[config.mk]
export PLATFORM = sky130hd
export DESIGN_NAME = tcw_emit
export DESIGN_NICKNAME = d
export VERILOG_FILES = /design/src/rtl/tcw_pkg.sv /design/src/rtl/tcw_emit.sv
export SDC_FILE = /design/constraint.sdc
export NUM_CORES = 1
export LEC_CHECK = 0
export ABC_CLOCK_PERIOD_IN_PS = 2560
export BUFFER_PORTS_ARGS = -buffer_cell sky130_fd_sc_hd__buf_2
export CAP_MARGIN = 20
export CORE_ASPECT_RATIO = 2
export CORE_MARGIN = 3
export CORE_UTILIZATION = 40
export DETAILED_ROUTE_END_ITERATION = 10
export GPL_TIMING_DRIVEN = 1
export PLACE_DENSITY = 0.71
export SLEW_MARGIN = 10
export SYNTH_ARGS = -nofsm -noshare
export SYNTH_HDL_FRONTEND = slang
export SYNTH_SLANG_ARGS = --single-unit
[constraint.sdc]
create_clock -name clk -period 2.56 [get_ports clk]
set_input_delay 0.512 -clock clk [delete_from_list [all_inputs] [get_ports clk]]
set_output_delay 0.512 -clock clk [all_outputs]
set_load 0.005 [all_outputs]
[src/rtl/tcw_pkg.sv]
package tcw_pkg;

  localparam int INDEX_BITS = 16;
  localparam int COORD_BITS = 24;
  localparam int EDGE_W     = 25;
  localparam int WEIGHT_W   = 32;
  localparam int ENTRIES    = 6;

  localparam logic signed [WEIGHT_W-1:0] WEIGHT_MAX = {1'b0, {(WEIGHT_W-1){1'b1}}};
  localparam logic signed [WEIGHT_W-1:0] WEIGHT_MIN = {1'b1, {(WEIGHT_W-1){1'b0}}};

  typedef logic [INDEX_BITS-1:0]        idx_t;
  typedef logic signed [COORD_BITS-1:0] coord_t;
  typedef logic signed [EDGE_W-1:0]     edge_t;
  typedef logic signed [WEIGHT_W-1:0]   weight_t;
  typedef edge_t [2:0]                  vec_t;

  typedef struct packed {
    idx_t   vert_a;
    idx_t   vert_b;
    idx_t   vert_c;
    coord_t a_x;
    coord_t a_y;
    coord_t a_z;
    coord_t b_x;
    coord_t b_y;
    coord_t b_z;
    coord_t c_x;
    coord_t c_y;
    coord_t c_z;
  } in_item_t;

  typedef struct packed {
    idx_t    row_index;
    idx_t    col_index;
    weight_t weight;
    logic    degenerate;
    logic    last_entry;
  } out_item_t;

  typedef struct packed {
    idx_t vi;
    idx_t vj;
    idx_t vk;
    vec_t ij;
    vec_t jk;
    vec_t ki;
  } edge_item_t;

  typedef struct packed {
    logic    idle;
    logic    done;
    weight_t weight;
    logic    degen;
  } corner_res_t;

  typedef struct packed {
    idx_t    vi;
    idx_t    vj;
    idx_t    vk;
    weight_t wi;
    weight_t wj;
    weight_t wk;
    logic    di;
    logic    dj;
    logic    dk;
  } tri_res_t;

endpackage

[src/rtl/tcw_emit.sv]
module tcw_emit import tcw_pkg::*; (
  input  logic      clk,
  input  logic      rst_n,
  input  logic      load,
  input  tri_res_t  tri_in,
  output logic      free,
  output logic      out_valid,
  input  logic      out_ready,
  output out_item_t out_item
);

  tri_res_t   tri_r;
  logic [2:0] cnt_r;
  logic       busy_r;
  logic       last;

  assign last      = (cnt_r == 3'(ENTRIES - 1));
  assign out_valid = busy_r;
  assign free      = !busy_r || (out_ready && last);

  always_comb begin
    out_item.last_entry = last;
    case (cnt_r)
      3'd0: begin
        out_item.row_index = tri_r.vi; out_item.col_index = tri_r.vj;
        out_item.weight = tri_r.wk; out_item.degenerate = tri_r.dk;
      end
      3'd1: begin
        out_item.row_index = tri_r.vj; out_item.col_index = tri_r.vi;
        out_item.weight = tri_r.wk; out_item.degenerate = tri_r.dk;
      end
      3'd2: begin
        out_item.row_index = tri_r.vj; out_item.col_index = tri_r.vk;
        out_item.weight = tri_r.wi; out_item.degenerate = tri_r.di;
      end
      3'd3: begin
        out_item.row_index = tri_r.vk; out_item.col_index = tri_r.vj;
        out_item.weight = tri_r.wi; out_item.degenerate = tri_r.di;
      end
      3'd4: begin
        out_item.row_index = tri_r.vk; out_item.col_index = tri_r.vi;
        out_item.weight = tri_r.wj; out_item.degenerate = tri_r.dj;
      end
      default: begin
        out_item.row_index = tri_r.vi; out_item.col_index = tri_r.vk;
        out_item.weight = tri_r.wj; out_item.degenerate = tri_r.dj;
      end
    endcase
  end

  always_ff @(posedge clk) begin
    if (load) begin
      tri_r <= tri_in;
    end
  end

  always_ff @(posedge clk) begin
    if (!rst_n) begin
      busy_r <= 1'b0;
      cnt_r  <= '0;
    end else if (load) begin
      busy_r <= 1'b1;
      cnt_r  <= '0;
    end else if (busy_r && out_ready) begin
      if (last) begin
        busy_r <= 1'b0;
      end
      cnt_r <= cnt_r + 3'd1;
    end
  end

endmodule

==> out/summary.txt <==
IO Pins: 219
Min cycle time layout: 2.72 ns
Largest net degree at the start of global routing: 54
Result of the run: complete, but fails checks
Core area: 14400 um^2
CTS Sinks: 151
N_diodes: 0
RSZ-0062 raised after global routing: yes
Startpoint Class: register
Worst vdd ir: 0.637 mV
Power Dens Cells: 709 nW/um^2
Max cap viols: 0
GRT Overall Usage: 19.5%
Clk_skew: 0.00396 ns
Routability congestion estimate: 0.755
H-tree levels: 4
Area after DPL: 7280 um^2
Final Max Slew Viols: 0
DR WL/cell: 20.1 um
Least-Margin Pin Slew: 0.569 ns
Synth cell types: 31
Fin nets: 770
Data required time of the critical path: 2.05 ns
Die area: 16500 um^2
Clock buffer depth: 2
Final Cell Area: 8510 um^2
First-pass GRT wire length: 23.6 mm
Core Util, Final: 59.0%
Synth area leader: edfxtp_1
Synth top area cells: edfxtp_1 (74%), a221o_1 (8.2%), and2_1 (3.6%)
Mapped Avg Cell Area: 16.8 um^2
TritonCTS clock tree: built
Die width: 92.2 um
Area share of the largest cell type after synthesis: 74.2%
Layout fillers: 1113
Crit Path Category: register to primary output
Drt initial violations: 174
Router iterations before antenna repair: 4
Syn Inst Count: 354
Number of synthesized register bits: 151
CTS clk-pin slew, worst paths: 0.06 ns
Tcrit/Tclk final: 106%
Yosys warnings: 0
Vias: 4203
Starting Density: 41.2%
DIE HEIGHT: 178 um
Final ANT Viol Nets: 0
Initial antenna violation count: 0
Sequential area share after synthesis: 75.6%
Area growth syn-to-layout: 43.2%
Hold Fails Final Rpt: 0
Pre-CTS WS: -0.0139 ns
Syn Nets: 510
Pleak: 0.00346 uW
Crit path DAT: 2.21 ns
Peak Freq: 0.368 GHz
Max-slew headroom: 62.1%
Clock latency on the worst-skew pair: 0.42 ns
Final WS setup: -0.159 ns
CTS root buf: clkbuf_16
HPWL Detailed: 10.2 mm
Final Setup Violations: 60
Rows: 62
CP Max Fanout: 8
DRC errors left: 0
Failing checks: setup timing
CP endpoint kind: primary output
Vias/cell: 5.13
Total gr overflow: 0
Worst min path class: input pin to register
Number of global-route vias before repair: 4404
Layout cell share with drive strength beyond 1: 54.4%
Port Buffer Count: 218
Synthesized area: 5950 um^2
WL final: 16.5 mm
CTS buffer count: 17
## flip-flops by register name, indices dropped and copies added, names as in the netlist
name / cells
tri_r: 147
cnt_r: 3
out_valid: 1
## cells in the mapped netlist (all sizes together)
cell type / number
a221o: 49
a311oi: 1
o31ai: 1
inv: 19
edfxtp: 147
a22oi: 16
nand3: 2
clkbuf: 9
nor2: 19
a22o: 1
mux2i: 2
xnor2: 1
nand2: 3
ha: 5
dfxtp: 4
o21ba: 2
a21oi: 3
nor3: 1
o21ai: 16
and2: 34
nor2b: 3
nand2b: 2
buf: 11
a21o: 2
or2: 1
## layer usage
| layer | vias to the layer above | global-route usage (%) | share of wire (%) | wire, um |
|---|---|---|---|---|
| met5 | - | 0 | 0 | 0 |
| met4 | 0 | 8.50 | 3.1 | 507 |
| met3 | 31 | 4.73 | 5.5 | 901 |
| met2 | 176 | 37.9 | 59 | 9670 |
| met1 | 2058 | 19.1 | 33 | 5370 |
| li1 | 1938 | - | - | - |
## worst max-delay path: stages, from the launching register on
cell,delay [ns]
dfxtp_4,0.39
inv_4,0.06
ha_4,0.17
buf_6,0.12
buf_6,0.12
mux2i_4,0.26
buf_8,0.22
nor2_4,0.05
a221o_1,0.26
buf_2,0.13
## what timing repair did
item,4_1_cts,5_1_grt
pin swaps,12,33
gates cloned,8,2
setup endpoints to repair,65,65
setup buffers,13,8
endpoints found under the hold margin,0,0
gates resized for setup,61,44
hold buffers,0,0
## where the power goes
part	internal (uW)	switching, uW
registers	2930	67.1
logic	357	307
clock network	1430	945
## per-stage QoR
step	instances	hold slack, ns	total power (uW)	TNS, ns
2_1_floorplan	354	0.469	3250	0
3_5_place_dp	757	0.517	3600	-0.0261
4_1_cts	810	0.247	6040	-2.39
5_1_grt	819	0.249	6250	-8.73
3_3_place_gp	757	0.482	3570	0
6_report	819	0.264	6030	-4.66
## cell families (layout without fill, tap and decap cells)
kind of cell,count (synthesis),in the layout,synth area share (%)
xor gates and xnor gates,1,1,0.147
AOI/OAI and AO/OA,91,95,13.0
and+or+nand+nor,65,66,6.04
adders and majority gates,5,5,1.05
DFF,151,151,75.6
muxes,2,2,0.547
buffers and inverters,39,307,3.68
## layout by cell type, fill, tap and decap left out, types with 10 or more instances in the layout
cell type / instances
and2_1: 31
clkbuf_16: 19
buf_4: 18
a221o_1: 49
buf_2: 216
edfxtp_1: 147
inv_1: 16
a22oi_1: 11
nor2_2: 10
buf_6: 12
## layout make-up
type	instances	area, um^2	area share [%]
clock inverters	12	129	1.51
flip-flops and latches	151	4510	52.9
clock buffers	20	437	5.13
well taps	192	240	2.82
multi-input cells	169	1550	18.2
inverters	19	76.3	0.897
repair buffers	256	1580	18.5
## final timing paths
kind | start | end | slack, ns | cells after the start
hold reg to reg | cnt_r[1]$_SDFFE_PP0P_ | cnt_r[1]$_SDFFE_PP0P_ | 0.53 | 2
setup reg to reg | cnt_r[1]$_SDFFE_PP0P_ | out_valid$_SDFFE_PN0P_ | 1.21 | 8
setup / recovery | cnt_r[1]$_SDFFE_PP0P_ | out_item[37] | -0.16 | 9
hold / removal | tri_in[72] | tri_r[72]$_DFFE_PP_ | 0.26 | 1
No activity file was read; power rests on OpenSTA's default activity.
