--- src/rtl/tcw_pkg.sv ---
package tcw_pkg;

  localparam int INDEX_BITS = 16;
  localparam int COORD_BITS = 24;
  localparam int EDGE_W     = 25;
  localparam int WEIGHT_W   = 32;
  localparam int ENTRIES    = 6;

  localparam logic signed [WEIGHT_W-1:0] WEIGHT_MAX = {1'b0, {(WEIGHT_W-1){1'b1}}};
  localparam logic signed [WEIGHT_W-1:0] WEIGHT_MIN = {1'b1, {(WEIGHT_W-1){1'b0}}};

  typedef logic [INDEX_BITS-1:0]        idx_t;
  typedef logic signed [COORD_BITS-1:0] coord_t;
  typedef logic signed [EDGE_W-1:0]     edge_t;
  typedef logic signed [WEIGHT_W-1:0]   weight_t;
  typedef edge_t [2:0]                  vec_t;

  typedef struct packed {
    idx_t   vert_a;
    idx_t   vert_b;
    idx_t   vert_c;
    coord_t a_x;
    coord_t a_y;
    coord_t a_z;
    coord_t b_x;
    coord_t b_y;
    coord_t b_z;
    coord_t c_x;
    coord_t c_y;
    coord_t c_z;
  } in_item_t;

  typedef struct packed {
    idx_t    row_index;
    idx_t    col_index;
    weight_t weight;
    logic    degenerate;
    logic    last_entry;
  } out_item_t;

  typedef struct packed {
    idx_t vi;
    idx_t vj;
    idx_t vk;
    vec_t ij;
    vec_t jk;
    vec_t ki;
  } edge_item_t;

  typedef struct packed {
    logic    idle;
    logic    done;
    weight_t weight;
    logic    degen;
  } corner_res_t;

  typedef struct packed {
    idx_t    vi;
    idx_t    vj;
    idx_t    vk;
    weight_t wi;
    weight_t wj;
    weight_t wk;
    logic    di;
    logic    dj;
    logic    dk;
  } tri_res_t;

endpackage

--- src/rtl/tcw_corner.sv ---
module tcw_corner import tcw_pkg::*; (
  input  logic        clk,
  input  logic        rst_n,
  input  logic        start,
  input  logic        ack,
  input  vec_t        u,
  input  vec_t        w,
  output corner_res_t res
);

  localparam logic [2:0] ST_IDLE = 3'd0;
  localparam logic [2:0] ST_MUL  = 3'd1;
  localparam logic [2:0] ST_SQ   = 3'd2;
  localparam logic [2:0] ST_SQRT = 3'd3;
  localparam logic [2:0] ST_PREP = 3'd4;
  localparam logic [2:0] ST_DIV  = 3'd5;
  localparam logic [2:0] ST_DONE = 3'd6;

  localparam int PROD_W = 2 * EDGE_W;          // one edge product
  localparam int DOT_W  = PROD_W + 2;
  localparam int CRS_W  = PROD_W + 1;
  localparam int MAG_W  = PROD_W;
  localparam int HALF_W = MAG_W / 2 + 1;       // low half for squaring
  localparam int SUM_W  = 2 * MAG_W;
  localparam int ROOT_W = MAG_W;
  localparam int REM_W  = ROOT_W + 1;
  localparam int Q_W    = WEIGHT_W - 1;
  localparam int FRAC_W = 15;
  localparam int DLO_W  = Q_W - FRAC_W;
  localparam int OP_W   = HALF_W + 1;
  localparam int MUL_STEPS = 9;

  logic [2:0]               st_r;
  logic [5:0]               cnt_r;
  vec_t                     u_r, w_r;
  logic signed [DOT_W-1:0]  dot_r;
  logic signed [CRS_W-1:0]  cx_r, cy_r, cz_r;
  logic [SUM_W-1:0]         sum_r, sum_nxt, rad_r, sq_term;
  logic [ROOT_W-1:0]        root_r;
  logic [REM_W-1:0]         rem_r;
  logic [REM_W+1:0]         rem2, rem_sub;
  logic [ROOT_W+1:0]        trial;
  logic                     ge_s;
  logic [MAG_W-1:0]         dr_r;
  logic [MAG_W:0]           dr2;
  logic                     ge_d;
  logic [Q_W-1:0]           q_r, q_nxt, dbits_r;
  weight_t                  weight_r;
  logic                     degen_r;

  logic signed [OP_W-1:0]   ma, mb;
  logic signed [2*OP_W-1:0] prod;
  logic signed [PROD_W-1:0] pe;
  logic signed [CRS_W-1:0]  csel;
  logic [MAG_W-1:0]         cmag, dmag;
  logic [DOT_W-1:0]         dabs;
  logic [1:0]               part;
  logic                     dneg;

  // operand select for the shared multiplier
  always_comb begin
    ma   = '0;
    mb   = '0;
    csel = cx_r;
    part = 2'd0;
    if (st_r == ST_MUL) begin
      case (cnt_r)
        6'd0: begin ma = OP_W'(u_r[0]); mb = OP_W'(w_r[0]); end
        6'd1: begin ma = OP_W'(u_r[1]); mb = OP_W'(w_r[1]); end
        6'd2: begin ma = OP_W'(u_r[2]); mb = OP_W'(w_r[2]); end
        6'd3: begin ma = OP_W'(u_r[1]); mb = OP_W'(w_r[2]); end
        6'd4: begin ma = OP_W'(u_r[2]); mb = OP_W'(w_r[1]); end
        6'd5: begin ma = OP_W'(u_r[2]); mb = OP_W'(w_r[0]); end
        6'd6: begin ma = OP_W'(u_r[0]); mb = OP_W'(w_r[2]); end
        6'd7: begin ma = OP_W'(u_r[0]); mb = OP_W'(w_r[1]); end
        default: begin ma = OP_W'(u_r[1]); mb = OP_W'(w_r[0]); end
      endcase
    end else begin
      case (cnt_r) inside
        [6'd0:6'd2]: csel = cx_r;
        [6'd3:6'd5]: csel = cy_r;
        default:     csel = cz_r;
      endcase
      case (cnt_r) inside
        6'd0, 6'd3, 6'd6: part = 2'd0;
        6'd1, 6'd4, 6'd7: part = 2'd1;
        default:          part = 2'd2;
      endcase
      case (part)
        2'd0: begin
          ma = OP_W'({1'b0, cmag[HALF_W-1:0]});
          mb = OP_W'({1'b0, cmag[HALF_W-1:0]});
        end
        2'd1: begin
          ma = OP_W'({1'b0, cmag[MAG_W-1:HALF_W]});
          mb = OP_W'({1'b0, cmag[HALF_W-1:0]});
        end
        default: begin
          ma = OP_W'({1'b0, cmag[MAG_W-1:HALF_W]});
          mb = OP_W'({1'b0, cmag[MAG_W-1:HALF_W]});
        end
      endcase
    end
  end

  always_comb begin
    logic [CRS_W-1:0] ctmp;
    ctmp = csel[CRS_W-1] ? CRS_W'(-csel) : CRS_W'(csel);
    cmag = ctmp[MAG_W-1:0];
  end

  assign prod = ma * mb;
  assign pe   = prod[PROD_W-1:0];

  always_comb begin
    case (part)
      2'd0:    sq_term = SUM_W'(prod[2*HALF_W-1:0]);
      2'd1:    sq_term = SUM_W'(prod[2*HALF_W-1:0]) << (HALF_W + 1);
      default: sq_term = SUM_W'(prod[2*HALF_W-1:0]) << (2 * HALF_W);
    endcase
  end
  assign sum_nxt = sum_r + sq_term;

  // one root bit per step
  assign rem2    = {rem_r, rad_r[SUM_W-1:SUM_W-2]};
  assign trial   = {root_r, 2'b01};
  assign ge_s    = rem2 >= (REM_W+2)'(trial);
  assign rem_sub = rem2 - (REM_W+2)'(trial);

  // one quotient bit per step
  assign dr2   = {dr_r, dbits_r[Q_W-1]};
  assign ge_d  = dr2 >= {1'b0, root_r};
  assign q_nxt = {q_r[Q_W-2:0], ge_d};

  // cotangent numerator is minus dot(u, w)
  assign dneg = !dot_r[DOT_W-1] && (dot_r != '0);
  assign dabs = dot_r[DOT_W-1] ? DOT_W'(-dot_r) : DOT_W'(dot_r);
  assign dmag = dabs[MAG_W-1:0];

  always_ff @(posedge clk) begin
    if (!rst_n) begin
      st_r  <= ST_IDLE;
      cnt_r <= '0;
    end else begin
      unique case (st_r)
        ST_IDLE: begin
          if (start) begin
            u_r   <= u;
            w_r   <= w;
            dot_r <= '0;
            cx_r  <= '0;
            cy_r  <= '0;
            cz_r  <= '0;
            sum_r <= '0;
            cnt_r <= '0;
            st_r  <= ST_MUL;
          end
        end
        ST_MUL: begin
          case (cnt_r)
            6'd0, 6'd1, 6'd2: dot_r <= dot_r + DOT_W'(pe);
            6'd3: cx_r <= cx_r + CRS_W'(pe);
            6'd4: cx_r <= cx_r - CRS_W'(pe);
            6'd5: cy_r <= cy_r + CRS_W'(pe);
            6'd6: cy_r <= cy_r - CRS_W'(pe);
            6'd7: cz_r <= cz_r + CRS_W'(pe);
            default: cz_r <= cz_r - CRS_W'(pe);
          endcase
          if (cnt_r == 6'(MUL_STEPS - 1)) begin
            cnt_r <= '0;
            st_r  <= ST_SQ;
          end else begin
            cnt_r <= cnt_r + 6'd1;
          end
        end
        ST_SQ: begin
          sum_r <= sum_nxt;
          if (cnt_r == 6'(MUL_STEPS - 1)) begin
            rad_r  <= sum_nxt;
            root_r <= '0;
            rem_r  <= '0;
            cnt_r  <= '0;
            st_r   <= ST_SQRT;
          end else begin
            cnt_r <= cnt_r + 6'd1;
          end
        end
        ST_SQRT: begin
          rad_r  <= rad_r << 2;
          rem_r  <= ge_s ? rem_sub[REM_W-1:0] : rem2[REM_W-1:0];
          root_r <= {root_r[ROOT_W-2:0], ge_s};
          if (cnt_r == 6'(ROOT_W - 1)) begin
            cnt_r <= '0;
            st_r  <= ST_PREP;
          end else begin
            cnt_r <= cnt_r + 6'd1;
          end
        end
        ST_PREP: begin
          if (sum_r == '0) begin
            degen_r  <= 1'b1;
            weight_r <= dneg ? WEIGHT_MIN : WEIGHT_MAX;
            st_r     <= ST_DONE;
          end else if ((dmag >> DLO_W) >= MAG_W'(root_r)) begin
            degen_r  <= 1'b0;
            weight_r <= dneg ? WEIGHT_MIN : WEIGHT_MAX;
            st_r     <= ST_DONE;
          end else begin
            degen_r <= 1'b0;
            dr_r    <= dmag >> DLO_W;
            dbits_r <= {dmag[DLO_W-1:0], {FRAC_W{1'b0}}};
            q_r     <= '0;
            cnt_r   <= '0;
            st_r    <= ST_DIV;
          end
        end
        ST_DIV: begin
          dr_r    <= ge_d ? MAG_W'(dr2 - {1'b0, root_r}) : dr2[MAG_W-1:0];
          dbits_r <= dbits_r << 1;
          q_r     <= q_nxt;
          if (cnt_r == 6'(Q_W - 1)) begin
            weight_r <= dneg ? -weight_t'({1'b0, q_nxt}) : weight_t'({1'b0, q_nxt});
            st_r     <= ST_DONE;
          end else begin
            cnt_r <= cnt_r + 6'd1;
          end
        end
        ST_DONE: begin
          if (ack) begin
            st_r <= ST_IDLE;
          end
        end
        default: st_r <= ST_IDLE;
      endcase
    end
  end

  assign res.idle   = (st_r == ST_IDLE);
  assign res.done   = (st_r == ST_DONE);
  assign res.weight = weight_r;
  assign res.degen  = degen_r;

endmodule

--- config.mk ---
export PLATFORM = sky130hd
export DESIGN_NAME = tcw_corner
export DESIGN_NICKNAME = d
export VERILOG_FILES = /design/src/rtl/tcw_pkg.sv /design/src/rtl/tcw_corner.sv
export SDC_FILE = /design/constraint.sdc
export NUM_CORES = 2
export LEC_CHECK = 0
export ABC_AREA = 1
export BUFFER_PORTS_ARGS = -buffer_cell sky130_fd_sc_hd__buf_2
export CORE_AREA = 2 2 513 515
export CTS_BUF_LIST = sky130_fd_sc_hd__clkbuf_8
export DETAILED_ROUTE_END_ITERATION = 10
export DIE_AREA = 0 0 515 517
export PLACE_DENSITY = 0.52
export REMOVE_ABC_BUFFERS = 1
export SLEW_MARGIN = 10
export SYNTH_ARGS = -nofsm -noshare
export SYNTH_HDL_FRONTEND = slang
export SYNTH_SLANG_ARGS = --single-unit
--- constraint.sdc ---
create_clock -name clk -period 17.1 [get_ports clk]
set_input_delay 2.565 -clock clk [delete_from_list [all_inputs] [get_ports clk]]
set_output_delay 2.565 -clock clk [all_outputs]
set_load 0.05 [all_outputs]
==> flow_summary.yaml <==
run_status:
  status: "complete, no violations"
final_layout:
  layout.nets: 13600
  drive_gt1_frac: 0.0694
  syn2layout_area_growth_pct: 9.76
  finalInstanceArea_sq_um: 99700
  fill_cells: 27700
synthesis:
  synth_flop_cell: "edfxtp_1"
  synth_top_family_by_area: "adder cells"
  synthXorXnorAreaFrac: 0.0377
  ys_types: 82
  synth_edf_count: 785
  async_flop_share: 0
  postSynthCellCount: 11800
  synthSimpleGateAreaFrac: 0.202
  syn_area_sq_um: 90900
  synthAdderAreaFrac: 0.248
  muxShareOfSynthArea: 0
  avgSynthCellArea_sq_um: 7.70
  ys_warn_count: 0
  synth_compound_area_frac: 0.150
  ys_ff_latch: 794
  seq_area_frac_synth: 0.261
clock_network:
  tritoncts: "built"
  post-cts-setup-buffers: 0
  cts_root_buf: "clkbuf_8"
  cts_sinks: 794
  htreeDepth: 4
  ctsHoldBuffers: 0
  insertion_delay_ns: 0.98
  clock_path_buffers: 3
  clk_pin_slew_ns: 0.06
  cts-resized-gates: 0
  numCtsBuffers: 164
hold_path:
  hold_class: "flip-flop to flip-flop"
global_route:
  grt_usage: 0.280
  grt_pass1_vias: 82900
  grt_max_degree: 161
  grt_pass1_wl_um: 552000
  grt-ovfl-total: 0
  antenna_found_initial: 18
sta:
  fmax_ghz: 0.0626
  timing.hold.ws_ns: 0.501
  finalHoldViolations: 0
  slew_headroom: 0.151
  worst_pin_slew_ns: 1.26
  skew_ns: 0.0926
  rsz0062_at_grt: "false"
  final.period_utilization: 0.934
  final-setup-viol-count: 0
  drv_slew: 0
  fin_crit_ns: 15.97
setup_path:
  start_kind: "flip-flop"
  worstPathRequired_ns: 17.72
  cp.arrival_ns: 16.59
  criticalPathCategory: "flip-flop to flip-flop"
  critPathSlowestCell: "fa_1"
  critical_path_peak_fanout: 55
  crit_top_cell: "inv_1"
  critPathCaptureType: "flip-flop"
  slowest_delay_ns: 0.61
floorplan:
  fp.dieH_um: 517
  num_rows: 188
  start_util: 0.348
  boundaryPins: 189
  die-area_sq_um: 266000
  die_w_um: 515
  core_area_sq_um: 261000
drt:
  first_pass_iters: 8
  vias: 84400
  ant_nets: 0
  drt-initial-drc-count: 8663
  avgRoutedWirePerCell_um: 24.4
  vias_per_cell: 5.40
  drc: 0
  drt_wl_total_um: 381000
job:
  cap_violations: 0
placement:
  hpwl_um: 310000
  place_congestion: 1.05
  place_area_sq_um: 96500
  io_buffers: 188
==> through the flow <==
| stage | utilization | setup WS, ns | cells | TNS [ns] |
|---|---|---|---|---|
| 2_1_floorplan | - | -1.34 | 11500 | -269.81 |
| 3_3_place_gp | 0.370 | 1.77 | 15300 | 0 |
| 3_5_place_dp | 0.370 | 1.69 | 15300 | 0 |
| 4_1_cts | 0.382 | 1.59 | 15600 | 0 |
| 5_1_grt | 0.382 | 0.645 | 15600 | 0 |
| 6_report | 0.382 | 1.13 | 15600 | 0 |
==> sequential cells by signal (all words and copies together), names as in the netlist <==
signal    cells
rem_r        51
weight_r     32
root_r       50
dot_r        52
cy_r         51
st_r          3
dr_r         50
cnt_r         6
w_r          75
degen_r       1
cz_r         51
cx_r         51
dbits_r      16
rad_r       100
u_r          75
sum_r       100
q_r          30
==> cell usage after synthesis (23+ instances only) <==
cell type,number,share of area
o21bai_1,27,0.0022
inv_1,1981,0.082
nand2_1,2176,0.090
o211ai_1,32,0.0026
edfxtp_1,785,0.26
a21o_1,34,0.0028
o22ai_1,37,0.0025
a221oi_1,24,0.0023
o21ai_0,795,0.044
inv_2,36,0.0015
o21a_1,102,0.0084
xnor2_1,150,0.014
buf_2,79,0.0044
nor4_1,73,0.0050
a31oi_1,127,0.0087
a21oi_1,1042,0.057
o221ai_1,29,0.0028
nor2_2,32,0.0022
o21ai_1,55,0.0030
fa_1,749,0.16
a21boi_0,27,0.0022
buf_1,32,0.0013
xor2_1,234,0.023
nor2_1,1525,0.063
clkbuf_1,175,0.0072
nand4_1,73,0.0050
nand3_1,340,0.019
buf_4,23,0.0019
ha_1,603,0.083
nor3_1,112,0.0062
nand2_2,27,0.0019
==> metal layers <==
layer / track usage / wire length [um] / up-vias
met1: 0.381 / 166000 / 41400
met2: 0.445 / 171000 / 3309
met3: 0.0468 / 27600 / 663
met5: 0 / 27 / -
met4: 0.105 / 15800 / 4
li1: - / - / 39100
==> layout make-up <==
type	count	area, sq um	area share
sequential	794	23800	0.238
clock buffer	167	2300	0.0230
tap	3420	4280	0.0429
antenna	9	22.5	0.000226
inverter	2031	7630	0.0765
multi-input combinational	8655	58200	0.583
timing repair buffer	422	2710	0.0272
clock inverter	131	892	0.00894
==> cells by family after synthesis <==
| logic type | after synthesis |
|---|---|
| compound gates | 2442 |
| xor+xnor | 388 |
| simple gates | 4473 |
| fa+ha+maj | 1352 |
| buf+inv | 2358 |
| flops | 794 |
==> path summary, 6_finish.rpt <==
check / endpoint / cells past startpoint / startpoint / slack [ns]
max: rad_r[95]$_DFFE_PP_ / 63 / cnt_r[0]$_SDFFE_PN0P_ / 1.13
min: dbits_r[29]$_DFFE_PP_ / 2 / dbits_r[28]$_DFFE_PP_ / 0.50
max reg2reg: rad_r[95]$_DFFE_PP_ / 63 / cnt_r[0]$_SDFFE_PN0P_ / 1.13
min reg2reg: dbits_r[29]$_DFFE_PP_ / 2 / dbits_r[28]$_DFFE_PP_ / 0.50
==> cell usage in the layout (no fill, tap or decap), types with 73 or more instances in the layout <==
cell | synthesis | routed
buf_4 | 23 | 233
edfxtp_1 | 785 | 785
ha_1 | 603 | 603
xor2_1 | 234 | 233
o21ai_0 | 795 | 795
nor3_1 | 112 | 109
nand3_1 | 340 | 337
fa_1 | 749 | 749
xnor2_1 | 150 | 149
o21a_1 | 102 | 102
inv_1 | 1981 | 2014
clkbuf_8 | 0 | 167
nand2_1 | 2176 | 2174
nor4_1 | 73 | 73
nor2_1 | 1525 | 1516
nand4_1 | 73 | 73
a31oi_1 | 127 | 127
a21oi_1 | 1042 | 1040
buf_2 | 79 | 188
==> worst max-delay path: cells and delay by family (launching register included) <==
kind / cells / cell delay, ns
simple gates: 22 / 3.65
compound gates: 10 / 2.62
fa+ha+maj: 11 / 5.06
flops: 1 / 0.41
buf+inv: 17 / 2.76
xor+xnor: 3 / 1.01
Power is left out: the tool's default activity adds up to more than one toggle a clock period on the data nets, which glitch-free logic cannot reach.
