File: src/rtl/tcw_pkg.sv
package tcw_pkg;

  localparam int INDEX_BITS = 16;
  localparam int COORD_BITS = 24;
  localparam int EDGE_W     = 25;
  localparam int WEIGHT_W   = 32;
  localparam int ENTRIES    = 6;

  localparam logic signed [WEIGHT_W-1:0] WEIGHT_MAX = {1'b0, {(WEIGHT_W-1){1'b1}}};
  localparam logic signed [WEIGHT_W-1:0] WEIGHT_MIN = {1'b1, {(WEIGHT_W-1){1'b0}}};

  typedef logic [INDEX_BITS-1:0]        idx_t;
  typedef logic signed [COORD_BITS-1:0] coord_t;
  typedef logic signed [EDGE_W-1:0]     edge_t;
  typedef logic signed [WEIGHT_W-1:0]   weight_t;
  typedef edge_t [2:0]                  vec_t;

  typedef struct packed {
    idx_t   vert_a;
    idx_t   vert_b;
    idx_t   vert_c;
    coord_t a_x;
    coord_t a_y;
    coord_t a_z;
    coord_t b_x;
    coord_t b_y;
    coord_t b_z;
    coord_t c_x;
    coord_t c_y;
    coord_t c_z;
  } in_item_t;

  typedef struct packed {
    idx_t    row_index;
    idx_t    col_index;
    weight_t weight;
    logic    degenerate;
    logic    last_entry;
  } out_item_t;

  typedef struct packed {
    idx_t vi;
    idx_t vj;
    idx_t vk;
    vec_t ij;
    vec_t jk;
    vec_t ki;
  } edge_item_t;

  typedef struct packed {
    logic    idle;
    logic    done;
    weight_t weight;
    logic    degen;
  } corner_res_t;

  typedef struct packed {
    idx_t    vi;
    idx_t    vj;
    idx_t    vk;
    weight_t wi;
    weight_t wj;
    weight_t wk;
    logic    di;
    logic    dj;
    logic    dk;
  } tri_res_t;

endpackage

File: src/rtl/tcw_front.sv
module tcw_front import tcw_pkg::*; (
  input  logic       clk,
  input  logic       rst_n,
  input  logic       in_valid,
  output logic       in_ready,
  input  in_item_t   in_item,
  output logic       q_valid,
  input  logic       q_pop,
  output edge_item_t q_item
);

  localparam int DIFF_W  = (COORD_BITS + 1 > EDGE_W) ? COORD_BITS + 1 : EDGE_W;
  localparam int EDGE_SH = (COORD_BITS > 24) ? COORD_BITS - 24 : 0;

  // floor-shifted difference, fits the edge width
  function automatic edge_t edge_of(coord_t to, coord_t from);
    logic signed [DIFF_W-1:0] d;
    logic signed [DIFF_W-1:0] s;
    d = DIFF_W'(to) - DIFF_W'(from);
    s = d >>> EDGE_SH;
    return s[EDGE_W-1:0];
  endfunction

  edge_item_t ent;
  edge_item_t q_mem_r [2];
  logic       wr_ptr_r;
  logic       rd_ptr_r;
  logic [1:0] cnt_r;
  logic       push;

  always_comb begin
    ent.vi    = in_item.vert_a;
    ent.vj    = in_item.vert_b;
    ent.vk    = in_item.vert_c;
    ent.ij[0] = edge_of(in_item.b_x, in_item.a_x);
    ent.ij[1] = edge_of(in_item.b_y, in_item.a_y);
    ent.ij[2] = edge_of(in_item.b_z, in_item.a_z);
    ent.jk[0] = edge_of(in_item.c_x, in_item.b_x);
    ent.jk[1] = edge_of(in_item.c_y, in_item.b_y);
    ent.jk[2] = edge_of(in_item.c_z, in_item.b_z);
    ent.ki[0] = edge_of(in_item.a_x, in_item.c_x);
    ent.ki[1] = edge_of(in_item.a_y, in_item.c_y);
    ent.ki[2] = edge_of(in_item.a_z, in_item.c_z);
  end

  assign in_ready = (cnt_r != 2'd2);
  assign push     = in_valid && in_ready;
  assign q_valid  = (cnt_r != 2'd0);
  assign q_item   = q_mem_r[rd_ptr_r];

  always_ff @(posedge clk) begin
    if (push) begin
      q_mem_r[wr_ptr_r] <= ent;
    end
  end

  always_ff @(posedge clk) begin
    if (!rst_n) begin
      wr_ptr_r <= 1'b0;
      rd_ptr_r <= 1'b0;
      cnt_r    <= 2'd0;
    end else begin
      if (push) begin
        wr_ptr_r <= !wr_ptr_r;
      end
      if (q_pop) begin
        rd_ptr_r <= !rd_ptr_r;
      end
      cnt_r <= cnt_r + 2'(push) - 2'(q_pop);
    end
  end

endmodule

File: config.mk
export PLATFORM = sky130hd
export DESIGN_NAME = tcw_front
export DESIGN_NICKNAME = d
export VERILOG_FILES = /design/src/rtl/tcw_pkg.sv /design/src/rtl/tcw_front.sv
export SDC_FILE = /design/constraint.sdc
export NUM_CORES = 1
export LEC_CHECK = 0
export BUFFER_PORTS_ARGS = -buffer_cell sky130_fd_sc_hd__buf_2
export CAP_MARGIN = 20
export CORE_MARGIN = 2
export CORE_UTILIZATION = 25
export CTS_BUF_LIST = sky130_fd_sc_hd__clkbuf_8
export CTS_CLUSTER_DIAMETER = 200
export CTS_CLUSTER_SIZE = 8
export DETAILED_ROUTE_END_ITERATION = 10
export PLACE_DENSITY = 0.51
export SYNTH_ARGS = -nofsm -noshare
export SYNTH_HDL_FRONTEND = slang
export SYNTH_SLANG_ARGS = --single-unit
File: constraint.sdc
create_clock -name clk -period 28.7 [get_ports clk]
set_clock_uncertainty 0.1 [all_clocks]
set_input_delay 5.74 -clock clk [delete_from_list [all_inputs] [get_ports clk]]
set_output_delay 5.74 -clock clk [all_outputs]
set_load 0.05 [all_outputs]
==> flow_summary_export.csv, run 1 <==
group,metric,value,unit
drt,wl_per_cell,19.4,um
drt,drtAntennaViolNets,0,
finish,areaGrowthSynthToFinish,19.2,%
cts,ctsResizeCount,0,
finish,post-route-util,29.9,%
cts,root_buffer,"clkbuf_8",
pwr,clockPowerShare,21.5,%
critical_path,crit_type,"flip-flop to output port",
finish,drive_gt1_share,29.7,%
die,initial_utilization,25.1,%
place,dp.cells,4688,
global_route,grt_max_degree,130,
pwr,leakage,0.0151,uW
synthesis,async_flop_share,0,%
critical_path,startpoint_type,"flip-flop",
place,io_buffers,542,
synthesis,synth_area_leader_cell,"edfxtp_1",
synthesis,synth_edf_count,546,
drt,dr.pass1.iters,5,
pwr,swShare,38.7,%
critical_path,end_kind,"output port",
sta,finalHoldViolations,0,
sta,fmax,0.101,GHz
place,dp_slack,19.43,ns
place,place.gp.congestion,0.856,
drt,routed_wirelength,92900,um
finish,fin_nets,3626,
worst_hold_path,hp-class,"flip-flop to flip-flop",
pwr,power_density,69.5,nW/um^2
pwr,power.internal,1570,uW
global_route,grt_pass1_wl,134000,um
synthesis,synth-main-ff-cell,"edfxtp_1",
sta,tightestPinTransition,0.907,ns
synthesis,yosysWarnings,0,
global_route,antenna_found_initial,20,
drt,drt-initial-drc-count,1393,
sta,rsz0062_at_grt,"no",
pwr,sequentialPowerShare,42.6,%
global_route,grt_pass1_vias,21400,
critical_path,rr_endpoint,"q_mem_r[1][215]",
critical_path,endpoint,"q_item[260]",
cts,clk_pin_slew,0.08,ns
die,rows,129,
synthesis,yosysUniqueCellTypes,76,
pwr,power_frac_comb,35.9,%
critical_path,cp.arrival,4.03,ns
place,post-dp-hpwl,71800,um
cts,clk_path_buf_depth,3,
critical_path,worst_ep_required_time,22.86,ns
synthesis,syn_avg_cell_area,12.2,um^2
die,io_pins,543,
flow_run,cap_violations,0,
synthesis,ys_seq_area_share,53.3,%
die,dieHeight,356,um
sta,fin_crit,9.87,ns
cts,cts_setup_buffers,0,
cts,htree_num_levels,3,
run_status,run_status,"finished, final reports clean",
die,die_area,127000,um^2
die,fp.dieW,356,um
critical_path,reg2reg_depth,5,
pwr,ir_drop,0.0000398,V
global_route,globalRouteTotalUtil,14.3,%
global_route,grt_overflow,0,
sta,finalSetupViolations,0,
sta,fin_crit_sh,34.4,%
pwr,power_switching,992,uW
synthesis,syn-num-nets,3039,
cts,cts.sinks,551,
drt,via_count,21500,
sta,relSlewSlack,39.2,%
synthesis,syn-cell-area,31000,um^2
drt,drc,0,
cts,cts_buffers,78,
finish,finalNonFillerCells,4796,
sta,setup_tns,0,ns
sta,drv_slew,0,
drt,avgViaCountPerCell,4.48,
sta,fin_ws,18.83,ns
synthesis,ys_top_cells_by_area,"edfxtp_1, mux2_2, ha_1, inv_1, xnor2_1",
synthesis,synth_top_area_share,53.0,%
cts,cts_tree,"done",
synthesis,ys_ff_latch,551,
critical_path,cp_max_fo,57,
critical_path,reg2reg_from,"cnt_r[0]",
critical_path,r2r_setup_slack,24.80,ns
cts,cts_hold_buf,0,
cts,clock_latency,0.78,ns
die,core,123000,um^2
synthesis,syn_inst,2544,
power groups by stage:
stage / combinational, uW / sequential (uW) / clock [uW]
2_1_floorplan: 672 / 1140 / 0
3_3_place_gp: 931 / 1110 / 0
3_5_place_dp: 932 / 1110 / 0
4_1_cts: 936 / 1090 / 591
5_1_grt: 990 / 1100 / 617
6_report: 921 / 1090 / 552
synth_stat cells, types with 38 or more instances:
cell type  instances
mux2_2           273
ha_1             218
clkbuf_1          49
a21o_1            70
nand2_1           95
o21a_1            52
xor2_1            51
edfxtp_1         546
o21ai_0           78
nor2b_1           38
nor2_1           143
inv_1            285
xnor2_1          119
a21oi_1          153
worst min-delay path by stage:
stage	from	to	slack, ns	cells after the start
after floorplan	wr_ptr_r	wr_ptr_r	0.44	2
after global placement	rd_ptr_r	flip-flop	0.46	2
after detailed placement	rd_ptr_r	flip-flop	0.46	2
after CTS	rd_ptr_r	flip-flop	0.43	2
after global routing	rd_ptr_r	flip-flop	0.45	2
final	rd_ptr_r	flip-flop	0.44	2
cells in the final DEF, fill, tap and decap left out, drive strengths merged, types with 5 or more instances in the layout:
| cell | netlist | routed |
|---|---|---|
| o31a | 8 | 8 |
| a31oi | 24 | 24 |
| or3 | 10 | 10 |
| a31o | 5 | 5 |
| o21bai | 19 | 19 |
| inv | 285 | 301 |
| a21oi | 154 | 154 |
| o21ai | 114 | 114 |
| mux2 | 273 | 273 |
| nand2 | 95 | 95 |
| and3 | 13 | 13 |
| and2 | 11 | 11 |
| a21o | 70 | 70 |
| o22ai | 7 | 7 |
| dfxtp | 5 | 5 |
| diode | 0 | 9 |
| nand3 | 36 | 36 |
| a211oi | 16 | 16 |
| ha | 218 | 218 |
| o41ai | 5 | 5 |
| o31ai | 8 | 8 |
| a2111oi | 6 | 6 |
| xor2 | 51 | 51 |
| o2111ai | 9 | 9 |
| a21boi | 7 | 7 |
| o211ai | 18 | 18 |
| nor3 | 13 | 13 |
| clkbuf | 49 | 79 |
| o21a | 52 | 52 |
| nor2b | 38 | 38 |
| buf | 1 | 557 |
| fa | 9 | 9 |
| edfxtp | 546 | 546 |
| or2 | 6 | 6 |
| nor2 | 143 | 143 |
| nand2b | 25 | 25 |
| xnor2 | 119 | 119 |
| nand4 | 17 | 17 |
critical path, cell delays in order, from the launching register on:
cell and delay, ns:
dfxtp_4 0.62, buf_4 0.57, buf_4 0.78, buf_4 0.58
mux2_2 0.39, buf_2 0.21
logic make-up (layout without fill, tap and decap cells):
kind of cell,Yosys count,count (layout),share of synthesized area [%]
AOI/OAI and AO/OA,560,560,11.8
DFF,551,551,53.3
and+or+nand+nor,424,424,6.54
buffers and inverters,335,941,4.07
muxes,277,277,10.1
adders and majority gates,227,227,9.39
xor gates and xnor gates,170,170,4.81
other,0,9,0
metrics by stage:
stage | total power, uW | hold WS [ns] | area [um^2]
6_report | 2560 | 0.436 | 36900
5_1_grt | 2710 | 0.453 | 36900
4_1_cts | 2620 | 0.434 | 36900
3_5_place_dp | 2040 | 0.458 | 35700
3_3_place_gp | 2040 | 0.455 | 35700
2_1_floorplan | 1820 | 0.442 | 31000
final cells by class:
| cell class | count | area (um^2) |
|---|---|---|
| fill | 12900 | 86400 |
| sequential | 551 | 16500 |
| clock buffer | 79 | 1090 |
| clock inverter | 20 | 111 |
| timing repair buffer | 557 | 2840 |
| multi-input combinational | 1658 | 13200 |
| antenna | 9 | 22.5 |
| inverter | 285 | 1070 |
| tap | 1637 | 2050 |
per-layer routing:
layer,GRT usage [%],share of wire (%),vias up
met4,4.61,2.5,10
met1,18.6,45,10300
met2,22.3,45,572
met3,4.85,7.8,132
met5,0,0.068,-
li1,-,-,10500
flip-flops by register name, summed over array words and instances, names as in the netlist, named ones only:
signal,cells
q_mem_r,546
cnt_r,2
wr_ptr_r,1
rd_ptr_r,1
(Power assumes the default switching activity.)
==> run 2: changes to the inputs <==
- ABC_AREA: not set -> 1
- PLACE_DENSITY: 0.51 -> 0.52
- clock period: 28.7 -> 8.8 ns (I/O delays scaled with it)
==> run 2 against run 1 <==
Effect of this change: via count increased by 42%; final cell count rose by 48%; critical path depth fell by 2; worst hold slack worse by 0.047 ns; global-route usage up 2.9 points; utilization decreased by 0.48 points.
==> flow_summary_export.csv, run 2 <==
group,metric,value,unit
run_status,run_status,"finished, final reports clean",
synthesis,yosysUniqueCellTypes,22,
drt,dr.pass1.iters,6,
die,fp.dieW,389,um
critical_path,r2r_setup_slack,5.95,ns
global_route,grt_busiest_layer,"met2",
die,rows,141,
global_route,grt_max_degree,132,
drt,drtAntennaViolNets,0,
global_route,grt_use_met1,22.5,%
critical_path,reg2reg_from,"cnt_r[0]",
synthesis,ys_top_cells_by_area,"edfxtp_1, nand2_1, inv_1, mux2_2, ha_1",
place,place.gp.congestion,0.957,
flow_run,cap_violations,0,
synthesis,syn-cell-area,37000,um^2
finish,fill_cells,16000,
die,die_area,151000,um^2
critical_path,end_kind,"output port",
pwr,power_frac_comb,35.6,%
synthesis,synth_edf_count,546,
place,placed_cell_area,42100,um^2
cts,cts_hold_buf,0,
synthesis,async_flop_share,0,%
finish,top_register,"q_mem_r",
finish,reg.largest.list,"q_mem_r x546, cnt_r x2",
pwr,leakage,0.0216,uW
pwr,power.internal,4950,uW
synthesis,synth_common_cells,"nand2_1, inv_1, edfxtp_1",
critical_path,worst_ep_required_time,6.94,ns
pwr,power_switching,3330,uW
sta,finalSetupViolations,0,
finish,finalNonFillerCells,7076,
cts,root_buffer,"clkbuf_8",
pwr,clockPowerShare,22.3,%
pwr,finalPower,8290,uW
cts,htree_num_levels,3,
finish,areaGrowthSynthToFinish,17.2,%
critical_path,cp_top_family,"flip-flops",
global_route,grt_pass1_wl,191000,um
cts,cts_setup_buffers,0,
critical_path,path_buf_inv,2,
cts,cts_tree,"done",
drt,drc,0,
cts,ctsResizeCount,0,
cts,cts.sinks,551,
finish,seq_area,16500,um^2
global_route,grt_overflow,0,
finish,multi_input_area,16500,um^2
critical_path,rr_endpoint,"q_mem_r[0][132]",
pwr,power_density,191,nW/um^2
sta,fin_crit_sh,56.8,%
cts,clock_latency,0.77,ns
synthesis,syn_inst,4517,
pwr,ir_drop,0.000127,V
sta,finalHoldViolations,0,
place,dp.cells,6967,
drt,wl_per_cell,18.8,um
synthesis,synth_top_area_share,44.3,%
synthesis,ys_ff_latch,551,
drt,routed_wirelength,133000,um
sta,relSlewSlack,25.8,%
sta,fin_crit,5.00,ns
finish,largest_reg_flops,546,
global_route,grt_use_met3,3.81,%
drt,drt-initial-drc-count,1846,
worst_hold_path,min_from,"cnt_r[1]",
cts,cts_buffers,78,
finish,mostFrequentLayoutCells,"nand2_1, inv_1, edfxtp_1",
critical_path,slowest_stage,"dfxtp_4",
worst_hold_path,hp-class,"flip-flop to flip-flop",
critical_path,cp_max_fo,120,
drt,avgViaCountPerCell,4.33,
synthesis,syn_avg_cell_area,8.19,um^2
critical_path,reg2reg_depth,6,
pwr,swShare,40.2,%
finish,final_common_cell,"nand2_1",
critical_path,crit_chain,"buf_12 -> mux2_2 -> buf_2",
die,dieHeight,389,um
sta,rsz0062_at_grt,"no",
critical_path,crit_type,"flip-flop to output port",
synthesis,ys_seq_area_share,44.6,%
critical_path,startpoint_type,"flip-flop",
drt,via_count,30600,
synthesis,synth_area_leader_cell,"edfxtp_1",
finish,fin_nets,5612,
synthesis,synth_most_common_cell,"nand2_1",
critical_path,cpPeakStageDelay,0.89,ns
synthesis,synth-main-ff-cell,"edfxtp_1",
global_route,grt_pass1_vias,29600,
die,initial_utilization,25.1,%
sta,drv_slew,0,
synthesis,yosysWarnings,0,
die,io_pins,543,
cts,clk_pin_slew,0.08,ns
global_route,grt_use_met2,27.8,%
sta,fmax,0.200,GHz
synthesis,syn-num-nets,5012,
global_route,globalRouteTotalUtil,17.2,%
place,post-dp-hpwl,109000,um
worst_hold_path,whs_path_depth,2,
critical_path,cp.arrival,3.14,ns
sta,tightestPinTransition,1.11,ns
cts,clk_path_buf_depth,3,
global_route,antenna_found_initial,27,
place,io_buffers,542,
finish,design_area,43400,um^2
finish,drive_gt1_share,19.6,%
die,core,147000,um^2
pwr,sequentialPowerShare,42.1,%
worst_hold_path,whs_endpoint,"cnt_r[1]",
run 2: changes by cell type after synthesis, sizes merged, moves of 40 or more:
cell    before   now
xnor2      119    11
nand2       95  1591
a21oi      154   112
clkbuf      49     0
xor2        51   105
inv        285  1026
a21o        70     0
o21a        52     0
nor2       143   287
nand3       36   183
o21ai      114     1
nand4       17    57
run 2: worst max path at each step:
| stage | endpoint | depth (start not counted) | slack, ns | startpoint |
|---|---|---|---|---|
| after global placement | q_mem_r[0][63] | 5 | 4.71 | in_valid |
| final | q_item[60] | 3 | 3.80 | flip-flop |
| after global routing | q_item[20] | 3 | 3.59 | flip-flop |
| after detailed placement | q_item[202] | 3 | 4.64 | flip-flop |
| after CTS | q_item[202] | 3 | 3.66 | flip-flop |
| after floorplan | q_mem_r[1][0] | 2 | -0.79 | in_valid |
run 2: cells by family (layout without fill, tap and decap cells):
kind of cell	Yosys count	in the layout	synth area share (%)
AOI/OAI and AO/OA	113	113	1.53
and+or+nand+nor	2181	2181	24.2
muxes	273	273	8.31
xor gates and xnor gates	116	116	2.75
buffers and inverters	1056	1668	10.8
adders and majority gates	227	227	7.86
other	0	17	0
DFF	551	551	44.6
run 2: final cells by class:
type / count / area share [%]
Sequential cell: 551 / 38.1
Antenna cell: 17 / 0.0981
Multi-Input combinational cell: 2910 / 38.1
Clock buffer: 78 / 2.48
Timing Repair Buffer: 550 / 6.57
Clock inverter: 14 / 0.251
Inverter: 1026 / 8.88
Tap cell: 1930 / 5.57
run 2: worst reg2reg max path, delay by kind of cell (launching register included):
| family | cells | cell delay [ns] |
|---|---|---|
| flip-flops | 1 | 0.34 |
| buffers and inverters | 3 | 1.23 |
| AND/OR/NAND/NOR | 3 | 0.37 |
run 2: power groups by stage:
stage | combinational, uW | sequential, uW | clock [uW]
global route | 3190 | 3510 | 2040
finish | 2950 | 3490 | 1850
global placement | 2940 | 3560 | 0
floorplan | 2110 | 3510 | 0
detailed placement | 2970 | 3540 | 0
CTS | 2980 | 3490 | 1960
run 2: stage by stage:
stage,setup WS (ns),hold slack [ns],utilization [%],TNS (ns)
CTS,3.66,0.380,29.4,0
global placement,4.71,0.371,28.6,0
detailed placement,4.64,0.382,28.6,0
finish,3.80,0.389,29.4,0
global route,3.59,0.426,29.4,0
floorplan,-0.791,0.358,-,-427.47
run 2: metal layers:
metal,routed length [um],up-vias
met5,130,-
met4,4580,20
met3,8370,203
met2,60300,831
met1,60000,14200
li1,-,15300
==> run 3: changes to the inputs <==
- ABC_AREA: 1 -> 0
- clock period: 8.8 -> 4.3 ns (I/O delays scaled with it)
==> run 3 against run 2 <==
Effect of this change: combinational power rose by 110%; via count fell by 29%; die area fell by 16%; flip-flop and latch count did not move; worst setup slack got worse by 3.0 ns.
==> flow_summary_export.csv, run 3 (synthesized netlist as in run 1, its figures left out) <==
group,metric,value,unit
die,io_pins,543,
place,place.gp.congestion,0.891,
die,initial_utilization,25.1,%
place,dp.cells,4707,
die,die_area,127000,um^2
worst_hold_path,hp-class,"primary input to flip-flop",
place,post-dp-hpwl,71400,um
cts,htree_num_levels,3,
sta,tightestPinTransition,0.806,ns
finish,drive_gt1_share,30.2,%
critical_path,cp_max_fo,46,
drt,via_count,21800,
sta,rsz0062_at_grt,"no",
drt,dr.pass1.iters,6,
critical_path,startpoint_type,"flip-flop",
cts,clock_latency,0.74,ns
drt,routed_wirelength,91600,um
drt,drt-initial-drc-count,1232,
global_route,grt_use_met2,22.3,%
drt,drc,0,
place,io_buffers,542,
global_route,grt_busiest_layer,"met2",
die,dieHeight,356,um
global_route,grt_overflow,0,
cts,clk_path_buf_depth,3,
global_route,grt_max_degree,98,
cts,cts_buffers,78,
drt,drtAntennaViolNets,0,
global_route,grt_pass1_wl,132000,um
sta,drv_slew,0,
sta,finalSetupViolations,0,
cts,cts_hold_buf,0,
critical_path,end_kind,"output port",
cts,cts_tree,"done",
die,rows,129,
die,core,123000,um^2
finish,fill_cells,12800,
sta,hold_slack,0.182,ns
flow_run,cap_violations,0,
critical_path,cp.arrival,2.54,ns
sta,relSlewSlack,45.8,%
critical_path,crit_type,"flip-flop to output port",
pwr,leakage,0.0152,uW
finish,design_area,37100,um^2
pwr,ir_drop,0.000398,V
sta,finalHoldViolations,0,
critical_path,r2r_setup_slack,2.20,ns
place,placed_cell_area,36000,um^2
cts,ctsResizeCount,0,
global_route,grt_use_met3,3.88,%
finish,finalNonFillerCells,4813,
finish,largest_reg_flops,546,
cts,clk_pin_slew,0.07,ns
finish,final_common_cell,"edfxtp_1",
drt,avgViaCountPerCell,4.52,
cts,cts.sinks,551,
global_route,antenna_found_initial,18,
sta,fin_crit,3.50,ns
drt,wl_per_cell,19.0,um
finish,areaGrowthSynthToFinish,20.0,%
global_route,globalRouteTotalUtil,14.0,%
finish,top_register,"q_mem_r",
sta,fmax,0.286,GHz
run_status,run_status,"finished, final reports clean",
finish,reg.largest.list,"q_mem_r x546, cnt_r x2",
global_route,grt_use_met1,17.9,%
cts,cts_setup_buffers,0,
cts,root_buffer,"clkbuf_8",
global_route,grt_pass1_vias,21500,
critical_path,worst_ep_required_time,3.34,ns
finish,fin_nets,3645,
finish,post-route-util,30.1,%
sta,fin_crit_sh,81.4,%
die,fp.dieW,356,um
sta,setup_tns,0,ns
finish,mostFrequentLayoutCells,"edfxtp_1, buf_2, inv_1",
pwr,power_density,462,nW/um^2
==> run 3: worst paths after layout <==
path | from | endpoint | cells past startpoint
min | in_item[256] | q_mem_r[0][265] | 1
max reg2reg | cnt_r[0] | q_mem_r[1][221] | 3
max | flip-flop | q_item[4] | 3
min reg2reg | rd_ptr_r | flip-flop | 2
==> run 3: where the power goes <==
part           total (uW)  switching (uW)  leakage (uW)  internal, uW
registers            7260             161       0.00513          7100
clock network        3640            2000      0.000624          1640
logic                6270            4460       0.00941          1800
==> run 3: per-stage QoR <==
step,setup WS (ns),total power [uW]
6_report,0.801,17200
5_1_grt,0.604,18100
4_1_cts,0.572,17500
3_5_place_dp,0.386,13700
3_3_place_gp,0.354,13700
2_1_floorplan,-1.18,11900
==> run 3: worst max-delay path: stages (launching register included) <==
cell	delay (ns)
dfxtp_4	0.51
buf_4	0.59
mux2_2	0.41
buf_2	0.21
==> run 3: per-layer routing <==
| layer | up-vias | wire length [um] |
|---|---|---|
| met5 | - | 41 |
| met4 | 6 | 2670 |
| met3 | 148 | 6370 |
| met2 | 599 | 41900 |
| met1 | 10400 | 40600 |
| li1 | 10600 | - |
==> run 3: area by class of cell <==
cell class	instances	area, um^2	share of cell area [%]
antenna	15	37.5	0.101
clock buffer	78	1070	2.89
clock inverter	13	82.6	0.222
inverter	285	1070	2.88
multi-input combinational	1658	13200	35.6
sequential	551	16500	44.4
tap	1637	2050	5.51
timing repair buffer	576	3110	8.36
